### src/sv/mmpr_pkg.sv
// Shared types and constants for the multicast partition router.
package mmpr_pkg;

   localparam int unsigned MASK_W     = 64;
   localparam int unsigned COORD_W    = 3;
   localparam int unsigned CSR_IDX_W  = 1;
   localparam int unsigned PT_COUNT   = 9;

   localparam int unsigned PT_N  = 0;
   localparam int unsigned PT_NE = 1;
   localparam int unsigned PT_E  = 2;
   localparam int unsigned PT_SE = 3;
   localparam int unsigned PT_S  = 4;
   localparam int unsigned PT_SW = 5;
   localparam int unsigned PT_W  = 6;
   localparam int unsigned PT_NW = 7;
   localparam int unsigned PT_L  = 8;

   localparam logic [CSR_IDX_W-1:0] CSR_OWN_X = 1'b0;
   localparam logic [CSR_IDX_W-1:0] CSR_OWN_Y = 1'b1;

   typedef logic [PT_COUNT-1:0]             part_hot_type;
   typedef logic [PT_COUNT-1:0][MASK_W-1:0] sect_masks_type;

   typedef struct packed {
      logic [MASK_W-1:0] east;
      logic [MASK_W-1:0] north;
      logic [MASK_W-1:0] west;
      logic [MASK_W-1:0] south;
      logic [MASK_W-1:0] loc;
      logic              err;
   } route_result_type;

endpackage

### src/sv/mmpr_lane.sv
// One destination lane: places a single mesh node into its partition.
module mmpr_lane import mmpr_pkg::*; #(
   parameter int LANE_X = 0,
   parameter int LANE_Y = 0
) (
   input  logic [COORD_W-1:0] own_x,
   input  logic [COORD_W-1:0] own_y,
   input  logic               dest_bit,
   output part_hot_type       part_hot
);

   logic [COORD_W-1:0] dx;
   logic [COORD_W-1:0] dy;

   assign dx = COORD_W'(LANE_X);
   assign dy = COORD_W'(LANE_Y);

   always_comb begin
      part_hot = '0;
      if (dy > own_y) begin
         if (dx > own_x)       part_hot[PT_NE] = dest_bit;
         else if (dx == own_x) part_hot[PT_N]  = dest_bit;
         else                  part_hot[PT_NW] = dest_bit;
      end else if (dy == own_y) begin
         if (dx > own_x)       part_hot[PT_E]  = dest_bit;
         else if (dx < own_x)  part_hot[PT_W]  = dest_bit;
         else                  part_hot[PT_L]  = dest_bit;
      end else begin
         if (dx > own_x)       part_hot[PT_SE] = dest_bit;
         else if (dx == own_x) part_hot[PT_S]  = dest_bit;
         else                  part_hot[PT_SW] = dest_bit;
      end
   end

endmodule

### src/sv/mmpr_merge.sv
// Merge stage: port enable rules and assignment of sectors to ports.
module mmpr_merge import mmpr_pkg::*; (
   input  sect_masks_type   sect,
   output route_result_type result
);

   logic [PT_COUNT-1:0] p;
   logic fe, fn, fw, fs, fl;

   always_comb begin
      for (int k = 0; k < PT_COUNT; k++) p[k] = |sect[k];
   end

   assign fe = p[PT_E] | (p[PT_SE] & ~p[PT_S] & ~p[PT_SW]);
   assign fn = p[PT_N] | (p[PT_NE] & (~p[PT_E] | (~p[PT_SW] & p[PT_SE])))
               | (p[PT_NE] & p[PT_NW]);
   assign fw = p[PT_W] | (p[PT_NW] & ~p[PT_N] & ~p[PT_NE]);
   assign fs = p[PT_S] | (p[PT_SW] & (~p[PT_W] | (~p[PT_NE] & p[PT_SW])))
               | (p[PT_SW] & p[PT_SE]);
   assign fl = p[PT_L];

   always_comb begin
      result = '0;
      if (fn) result.north |= sect[PT_N]; else if (p[PT_N]) result.err = 1'b1;
      if (fs) result.south |= sect[PT_S]; else if (p[PT_S]) result.err = 1'b1;
      if (fe) result.east  |= sect[PT_E]; else if (p[PT_E]) result.err = 1'b1;
      if (fw) result.west  |= sect[PT_W]; else if (p[PT_W]) result.err = 1'b1;
      if (fl) result.loc   |= sect[PT_L]; else if (p[PT_L]) result.err = 1'b1;

      // diagonals prefer north/south
      if (fn)           result.north |= sect[PT_NE];
      else if (fe)      result.east  |= sect[PT_NE];
      else if (p[PT_NE]) result.err  = 1'b1;

      if (fn)           result.north |= sect[PT_NW];
      else if (fw)      result.west  |= sect[PT_NW];
      else if (p[PT_NW]) result.err  = 1'b1;

      if (fs)           result.south |= sect[PT_SE];
      else if (fe)      result.east  |= sect[PT_SE];
      else if (p[PT_SE]) result.err  = 1'b1;

      if (fs)           result.south |= sect[PT_SW];
      else if (fw)      result.west  |= sect[PT_SW];
      else if (p[PT_SW]) result.err  = 1'b1;
   end

endmodule

### src/sv/mesh_multicast_partition_router.sv
// Top level: multicast output-port splitter for a mesh router.
// Pipeline: an accepted start passes the lane stage (sect_ff), then the merge stage (result_ff), to rsp_valid.
// Throughput: one transaction per cycle; busy is never raised.
// Datapath: one lane per mesh node, then one merge stage; no stalls.
// Reset: synchronous active high; clears pipeline valids and own_x/own_y.
module mesh_multicast_partition_router import mmpr_pkg::*; #(
   parameter int MESH_COLS = 8,
   parameter int MESH_ROWS = 8
) (
   input  logic                 clock,
   input  logic                 reset,
   input  logic                 start,
   output logic                 busy,
   input  logic [MASK_W-1:0]    req_dest_mask,
   output logic                 rsp_valid,
   output logic [MASK_W-1:0]    rsp_east_dests,
   output logic [MASK_W-1:0]    rsp_north_dests,
   output logic [MASK_W-1:0]    rsp_west_dests,
   output logic [MASK_W-1:0]    rsp_south_dests,
   output logic [MASK_W-1:0]    rsp_local_dests,
   output logic                 rsp_route_error,
   input  logic                 csr_valid,
   output logic                 csr_ready,
   input  logic [CSR_IDX_W-1:0] csr_index,
   input  logic [COORD_W-1:0]   csr_wdata
);

   localparam int NODE_COUNT = MESH_ROWS * MESH_COLS;

   logic [COORD_W-1:0] own_x_ff, own_x_in;
   logic [COORD_W-1:0] own_y_ff, own_y_in;
   sect_masks_type     sect_ff, sect_in;
   logic               s1_valid_ff, s1_valid_in;
   route_result_type   result_ff, result_in;
   logic               rsp_valid_ff, rsp_valid_in;
   part_hot_type       lane_hot [MASK_W];

   assign busy      = 1'b0;
   assign csr_ready = 1'b1;

   always_comb begin
      own_x_in = own_x_ff;
      own_y_in = own_y_ff;
      if (csr_valid && csr_ready) begin
         case (csr_index)
            CSR_OWN_X: own_x_in = csr_wdata;
            CSR_OWN_Y: own_y_in = csr_wdata;
            default: ;
         endcase
      end
   end

   genvar i;
   generate
      for (i = 0; i < MASK_W; i++) begin : g_lane
         if (i < NODE_COUNT) begin : g_node
            mmpr_lane #(
               .LANE_X(i % MESH_COLS),
               .LANE_Y(i / MESH_COLS)
            ) u_lane (
               .own_x   (own_x_ff),
               .own_y   (own_y_ff),
               .dest_bit(req_dest_mask[i]),
               .part_hot(lane_hot[i])
            );
         end else begin : g_off
            assign lane_hot[i] = '0;
         end
      end
   endgenerate

   always_comb begin
      for (int k = 0; k < PT_COUNT; k++) begin
         for (int b = 0; b < MASK_W; b++) sect_in[k][b] = lane_hot[b][k];
      end
   end

   assign s1_valid_in  = start && !busy;
   assign rsp_valid_in = s1_valid_ff;

   mmpr_merge u_merge (
      .sect  (sect_ff),
      .result(result_in)
   );

   always_ff @(posedge clock) begin
      if (reset) begin
         own_x_ff     <= '0;
         own_y_ff     <= '0;
         s1_valid_ff  <= 1'b0;
         rsp_valid_ff <= 1'b0;
      end else begin
         own_x_ff     <= own_x_in;
         own_y_ff     <= own_y_in;
         s1_valid_ff  <= s1_valid_in;
         rsp_valid_ff <= rsp_valid_in;
      end
   end

   always_ff @(posedge clock) begin
      sect_ff   <= sect_in;
      result_ff <= result_in;
   end

   assign rsp_valid       = rsp_valid_ff;
   assign rsp_east_dests  = result_ff.east;
   assign rsp_north_dests = result_ff.north;
   assign rsp_west_dests  = result_ff.west;
   assign rsp_south_dests = result_ff.south;
   assign rsp_local_dests = result_ff.loc;
   assign rsp_route_error = result_ff.err;

endmodule

### config.mk
export PLATFORM = sky130hd
export DESIGN_NAME = mesh_multicast_partition_router
export DESIGN_NICKNAME = d
export VERILOG_FILES = /design/src/sv/mmpr_pkg.sv /design/src/sv/mmpr_lane.sv /design/src/sv/mmpr_merge.sv /design/src/sv/mesh_multicast_partition_router.sv
export SDC_FILE = /design/constraint.sdc
export NUM_CORES = 1
export LEC_CHECK = 0
export BUFFER_PORTS_ARGS = -buffer_cell sky130_fd_sc_hd__buf_4
export CORE_MARGIN = 5
export CORE_UTILIZATION = 55
export DETAILED_ROUTE_END_ITERATION = 8
export GPL_TIMING_DRIVEN = 0
export MAX_ROUTING_LAYER = met4
export PLACE_DENSITY = 0.87
export SLEW_MARGIN = 20
export SYNTH_ARGS = -nofsm -noshare
export SYNTH_HDL_FRONTEND = slang
export SYNTH_SLANG_ARGS = --single-unit
### constraint.sdc
create_clock -name clock -period 3.3 [get_ports clock]
set_input_delay 0.33 -clock clock [delete_from_list [all_inputs] [get_ports clock]]
set_output_delay 0.33 -clock clock [all_outputs]
set_load 0.1 [all_outputs]
After elaboration in Yosys (flattened, before gate mapping)
Index checks and enable logic that the tools add are counted.

cells by class
  reductions and logical operators = 285
  bitwise operators = 57
  $lt $le $gt $ge = 24
  equal/unequal tests = 14
  mux-type cells = 228

operator list
  kind                number
  $mux 64             16
  $reduce_or 64->1    9
  $or 64x64->64       8
  $reduce_or 4->1     128
  $mux 1              212
  $reduce_or 3->1     64
  $reduce_or 2->1     80
  $not 1->1           31
  $eq 3x3->1 const A  8
  $gt 3x3->1 const A  8
  $eq 2x3->1 const A  4
  $gt 1x3->1 const A  4
  $gt 2x3->1 const A  4
  $lt 3x3->1 const A  4
  $and 1x1->1         10
  $or 1x1->1          8
  $eq 1x3->1 const A  2
  $logic_not 3->1     2
  $lt 1x3->1 const A  2
  $lt 2x3->1 const A  2
  $reduce_and 2->1    2

word-level totals
  output and inout bits = 324
  input bits = 72
  register bits after elaboration = 905

Logic depth before layout (Yosys ltp)
Gate-level depths: netlist (run 1).

  word-level depth = 26
  mapped depth = 9
  mapped depth without buffers = 6

Worst setup path before layout (run 1)
Ideal clock, no wire load.

  path kind = register to register
  from = reg sect_ff[436] in the netlist's numbering
  to = reg result_ff, in the netlist rsp_west_dests[16]
  buffers on the path = 3
  arrival time = 2.235 ns
  setup slack = 0.944 ns
  library setup time = 0.122 ns
  data required time = 3.178 ns
  stages on the path, launching flop included = 10
  cell sequence = dfxtp_1 nor4_1 nand4_1 or4_1 nor3b_1 o21a_1 buf_2 buf_6 buf_6 a221o_1

RTL lines
  element                   line                                    text
  start: declaration        mesh_multicast_partition_router.sv:32   sect_masks_type sect_ff, sect_in;
  start signal: assignment  mesh_multicast_partition_router.sv:101  sect_ff <= sect_in;
  end signal: assignment    mesh_multicast_partition_router.sv:102  result_ff <= result_in;
  end: declaration          mesh_multicast_partition_router.sv:34   route_result_type result_ff, result_in;

==> out/metrics.cfg, run 1 <==
[setup_path]
crit_type=flop to flop
worstPathMaxFanout=10
endpoint_kind=flop
startpoint_type=flop
arrival_ps=3820
rr_worst_depth=9
r2r_start=sect_ff[435]
critPathMaxStageDelay_ps=640
crit_start=sect_ff[435]
critPathSlowestCell=or4_1
crit_chain=nor4_1 > nand4_1 > or4_1 > nor3b_1 > o21a_1 > buf_2 > clkbuf_4 > buf_4 > nor2_1
critPathRequiredTime_ps=3780

[synthesis]
synth_cell_types=36
synth_seq_area_share_pct=70.8
yosys_warnings=0
synth_compound_area_share_pct=5.24
syn-instance-count=2295
syn_area_mm2=0.0245
yosys.area.top_type_share_pct=70.8
synth-adder-area-share_pct=0
avgSynthCellArea_um2=10.7
synth_top_family_by_area=simple AND/OR/NAND/NOR gates
ys_ff_latch=865
synthXorXnorAreaFrac_pct=0
synthMuxAreaShare_pct=0.123
synth-simple-area-share_pct=20.5
synth_area_leader_cell=dfxtp_1
netlist_top_cells_area=dfxtp_1, nor2_1, a221o_1

[timing]
timing.final.crit_share_pct=101
tightest_slew_ps=1310
slew_headroom_pct=12.6
finalCriticalPeriod_ps=3340
finalSetupViolCount=22
rsz0062_at_grt=true
hold_viol_final=0
skew_ps=28.1
max_freq_mhz=299
whs_ps=8.29
drv_slew=0
setup_ws_ps=-39.7

[worst_hold_path]
whs_path_depth=3
worstHoldStart=req_dest_mask[32]
hp-class=primary input to flop

[global_route]
overflow=0
antenna_found_initial=9
grt_util_all_layers_pct=42.5
grt_pass1_vias=20828
grt_pass1_wl_um=148000
grt_start_max_net_pins=18

[power_and_ir_drop]
total_power_mw=23.2
power.density_mw_per_mm2=727
p_leak_nw=14.2
ir_drop_uv=539

[placed_design]
numPortBuffers=385
place_congestion=1.04
place_ws_ps=-818
dp_hpwl_um=76400
placedCellCount=3342

[job]
maxCapViolations=0

[finish]
post-route-util_pct=72.4
layout-drive-gt1-share_pct=20.9
nNetsFinal=2948
areaGrowthSynthToFinish_pct=30.6
layout.cells.non_filler=3541

[clock_network]
root_buffer=clkbuf_16
clk_pin_slew_ps=60
clk_latency_ps=620
htree_levels=3
cts_tree=built
cts_buffers=80
clock_sinks=865
cts.path.max_buffers=3

[detailed_routing]
drt_wl_total_um=105000
drc_errors=0
vias=21220
wl_met1_um=38700
drt-pass1-iter-count=8
dr_wl_met3_um=13400
wl_per_cell_um=29.7
vias_per_cell=5.99
topRoutingLayerUsed=met4
dr.first_iter.drc_count=3408
dr_wl_met2_um=46600
detail-route-antenna-nets=0

[floorplanning]
rows=77
pin_count=396
initial_core_util_pct=55.5
core_mm2=0.0441
die_w_um=221
die_h_um=221
dieArea_mm2=0.0488

[outcome]
violations=negative setup slack
status=complete, but fails checks

-- per-stage QoR --
stage | instance area (um2) | TNS, ps
after floorplan | 24700 | 0
after global placement | 28400 | -113030
after detailed placement | 28400 | -121600
after CTS | 31800 | 0
after global routing | 32000 | -109
final | 32000 | -304
-- repair_timing --
action,4_1_cts,5_1_grt
pin swaps,0,1
endpoints found under the setup margin,248,260
hold endpoints to repair,102,0
gates resized for setup,28,26
hold buffers,42,0
setup buffers,0,2
-- cell usage in the layout (no fill, tap or decap), drive strengths merged, types with 21 or more instances in the layout --
master and instances:
buf 431, conb 71, a221o 105, nor4 127, clkinv 21, dfxtp 865
dlygate4sd3 42, nor3 130, nand4 28, nand2 157, clkbuf 243, nor2 540
and3 68
-- routing by layer --
metal  track usage, %  up-vias
met2             63.8     1718
met1             53.1    10247
met5                -        -
li1                 -     8877
met4             20.7        0
met3             12.5      378
-- layout make-up --
type	instances	area, um2
diodes	9	22.5
repair buffers	430	3340
clock inverters	35	500
flip-flops and latches	865	17300
clock buffers	111	2350
fillers	3121	12200
plain buffers	176	855
inverters	5	18.8
multi-input cells	1318	6820
well taps	592	741
-- critical path: cells and delay by family (launching register included) --
family | cells | cell delay [ps]
AND/OR/NAND/NOR | 5 | 2000
flip-flops | 1 | 320
AO/OA/AOI/OAI | 1 | 190
buffers and inverters | 3 | 700
-- logic make-up (layout without fill, tap and decap cells) --
kind of cell | Yosys count | after routing
simple gates | 1108 | 1108
flops | 865 | 865
buf+inv | 181 | 757
compound gates | 136 | 136
mux | 3 | 3
other cells | 2 | 80
-- Yosys cell counts --
library cell	number
a211o_1	1
a21o_1	15
a21oi_1	4
a221o_1	105
a22o_1	7
and2_1	13
and3_1	68
and4_1	1
buf_1	2
buf_2	21
buf_4	17
buf_6	7
clkbuf_1	129
clkinv_1	2
conb_1	2
dfxtp_1	865
inv_1	3
mux2i_1	3
nand2_1	157
nand2b_1	9
nand3_1	19
nand3b_1	1
nand4_1	28
nor2_1	540
nor2b_1	4
nor3_1	130
nor3b_1	2
nor4_1	127
o211ai_1	1
o21a_1	1
o21ai_1	1
o21ai_2	1
or2_0	1
or2_2	1
or3_1	4
or4_1	3
-- worst paths after layout --
kind | end | slack, ps
max | rsp_south_dests[31] | -40
min | sect_ff[32] | 8
max reg2reg | rsp_south_dests[31] | -40
min reg2reg | rsp_local_dests[47] | 400
-- where the power goes --
| group | switching, mW | internal [mW] | total, mW | leakage [nW] |
|---|---|---|---|---|
| sequential | 0.263 | 10.8 | 11.0 | 7.06 |
| clock | 4.04 | 5.88 | 9.92 | 1.40 |
| combinational | 1.83 | 0.475 | 2.30 | 5.72 |
-- registers in the layout, summed over array words and instances, names as in the netlist --
| name | count |
|---|---|
| rsp_north_dests | 64 |
| sect_ff | 544 |
| rsp_south_dests | 56 |
| own_y_ff | 3 |
| rsp_local_dests | 64 |
| own_x_ff | 3 |
| rsp_valid_in | 1 |
| rsp_valid | 1 |
| rsp_west_dests | 64 |
| rsp_east_dests | 64 |
| rsp_route_error | 1 |
Power figures use the tool's default switching activity.
==> run 2, diff against run 1 <==
--- a/config.mk
+++ b/config.mk
@@ -7,11 +7,13 @@
 export LEC_CHECK = 0
 export BUFFER_PORTS_ARGS = -buffer_cell sky130_fd_sc_hd__buf_4
 export CORE_MARGIN = 5
-export CORE_UTILIZATION = 55
+export CORE_UTILIZATION = 57
+export CTS_BUF_LIST = sky130_fd_sc_hd__clkbuf_8
+export CTS_CLUSTER_DIAMETER = 100
 export DETAILED_ROUTE_END_ITERATION = 8
 export GPL_TIMING_DRIVEN = 0
 export MAX_ROUTING_LAYER = met4
-export PLACE_DENSITY = 0.87
+export PLACE_DENSITY = 0.89
 export SLEW_MARGIN = 20
 export SYNTH_ARGS = -nofsm -noshare
 export SYNTH_HDL_FRONTEND = slang
==> run 2 against run 1 <==
Clock skew up 3.3 ps. Sequential cell count unchanged. Non-clock buffer count up 33. Die area shrank 3.3%. Sequential power about the same. Routed wire length grew 4.8%. Largest cell class unchanged. Largest power group unchanged. Hold slack improved by 63 ps. Total power decreased by 4.1%. The flow still finishes with violations (negative setup slack).
==> out/metrics.cfg, run 2 (synthesized netlist as in run 1, its figures left out) <==
[timing]
rsz0062_at_grt=true
setup_ws_ps=-152
tightest_slew_ps=1330
skew_ps=31.5
max_freq_mhz=290
tns_ps=-977
timing.final.crit_share_pct=105
hold_viol_final=0
finalSetupViolCount=23
slew_headroom_pct=11.5
drv_slew=0
finalCriticalPeriod_ps=3450

[floorplanning]
dieArea_mm2=0.0472
pin_count=396
die_h_um=217
initial_core_util_pct=57.2
rows=76
core_mm2=0.0428
die_w_um=217

[outcome]
status=complete, but fails checks
violations=negative setup slack

[finish]
areaGrowthSynthToFinish_pct=31.0
layout-drive-gt1-share_pct=22.1
final_cell_mix=dfxtp_1, nor2_1, buf_4, clkbuf_8, nand2_1
largest_register_ffs=544
layout.cells.non_filler=3623
layout_commonest_cell=dfxtp_1
nNetsFinal=3032
top_register=sect_ff

[detailed_routing]
dr.first_iter.drc_count=3239
wl_per_cell_um=30.4
drt-pass1-iter-count=8
vias_per_cell=6.09
vias=22075
detail-route-antenna-nets=0
drt_wl_total_um=110000
drc_errors=0

[clock_network]
root_buffer=clkbuf_8
htree_levels=4
cts_buffers=131
clock_sinks=865
clk_latency_ps=810
cts_tree=built
clk_pin_slew_ps=60
cts.path.max_buffers=3

[placed_design]
numPortBuffers=385
place_congestion=1.03
placedCellCount=3296
dp_hpwl_um=77200

[worst_hold_path]
worstHoldStart=csr_valid
worst_hold_path.endpoint=own_x_ff[0]
hp-class=primary input to flop
whs_path_depth=4

[power_and_ir_drop]
p_leak_nw=14.5
power.density_mw_per_mm2=696
ir_drop_uv=655

[setup_path]
r2r_start=own_x_ff[2]
critPathRequiredTime_ps=3970
worstPathMaxFanout=10
crit_top_cell=clkbuf_1
r2r_end=sect_ff[77]
critPathBufInv=3
crit_chain=clkbuf_1 > clkbuf_1 > clkbuf_1 > nand2_1 > and3_1
rr_worst_depth=5
arrival_ps=4120
crit_type=flop to flop
endpoint_kind=flop
crit_start=own_x_ff[2]
critPathMaxStageDelay_ps=1020
startpoint_type=flop
critPathSlowestCell=clkbuf_1
crit_family=buffers and inverters
r2r_slack_ps=-150

[global_route]
grt_start_max_net_pins=17
overflow=0
grt_pass1_vias=21936
grt_util_all_layers_pct=46.7
grt_pass1_wl_um=153000
antenna_found_initial=8

[job]
maxCapViolations=0

-- run 2: cell count changes in the layout (fill, tap and decap cells not counted), moves of 2 or more --
cell	delta
diode_2	+6
dlygate4sd3_1	+33
clkbuf_16	-83
clkinvlp_4	+2
clkinv_4	-9
nor2_1	+2
clkbuf_2	+5
inv_1	+40
nor2_2	-2
bufinv_16	-9
clkinv_2	+7
clkbuf_8	+150
clkbuf_1	-15
-- run 2: worst max-delay path by stage --
stage                          end  slack [ps]  cells after the start
3_5_place_dp   rsp_north_dests[38]        -820                      8
2_1_floorplan   rsp_west_dests[16]         940                      9
6_report               sect_ff[77]        -150                      5
3_3_place_gp   rsp_north_dests[38]        -910                      8
5_1_grt         rsp_east_dests[37]         -10                      8
4_1_cts        rsp_north_dests[38]         -20                      8
-- run 2: where the power goes --
part	internal, mW	switching (mW)
logic	0.498	1.86
registers	10.8	0.265
clock network	4.72	4.19
-- run 2: metal layers --
layer,share of wire [%],track usage [%],up-vias
li1,-,-,9067
met2,44,69.9,1949
met1,36,56.7,10577
met4,6.3,25.2,0
met3,13,14.6,482
met5,0,-,-
-- run 2: final cells by class --
type | count | area (um2)
flip-flops and latches | 865 | 17300
fillers | 2739 | 10700
multi-input cells | 1318 | 6800
repair buffers | 463 | 3670
clock buffers | 167 | 2300
plain buffers | 176 | 856
well taps | 546 | 683
clock inverters | 68 | 372
diodes | 15 | 37.5
inverters | 5 | 18.8
-- run 2: what timing repair did --
action | in CTS | in global routing
gates cloned | 0 | 0
buffers inserted | 0 | 2
hold endpoints to repair | 492 | 0
hold buffers | 75 | 0
endpoints found under the setup margin | 248 | 224
gates resized for setup | 25 | 20
pin swaps | 0 | 3
-- run 2: worst min-delay path, stage by stage --
cell	delay [ps]
buf_4	140
nand2b_1	170
mux2i_1	100
nor2_1	80
-- run 2: through the flow --
stage	setup WS (ps)	cell area, um2	hold slack [ps]	power (mW)	utilization, %
global placement	-911	28300	383	13.4	66.1
floorplan	944	24700	382	12.6	-
global route	-11.0	32000	76.2	22.8	74.9
CTS	-21.6	31900	38.8	22.1	74.6
detailed placement	-816	28300	387	13.4	66.2
finish	-152	32000	71.4	22.3	74.9
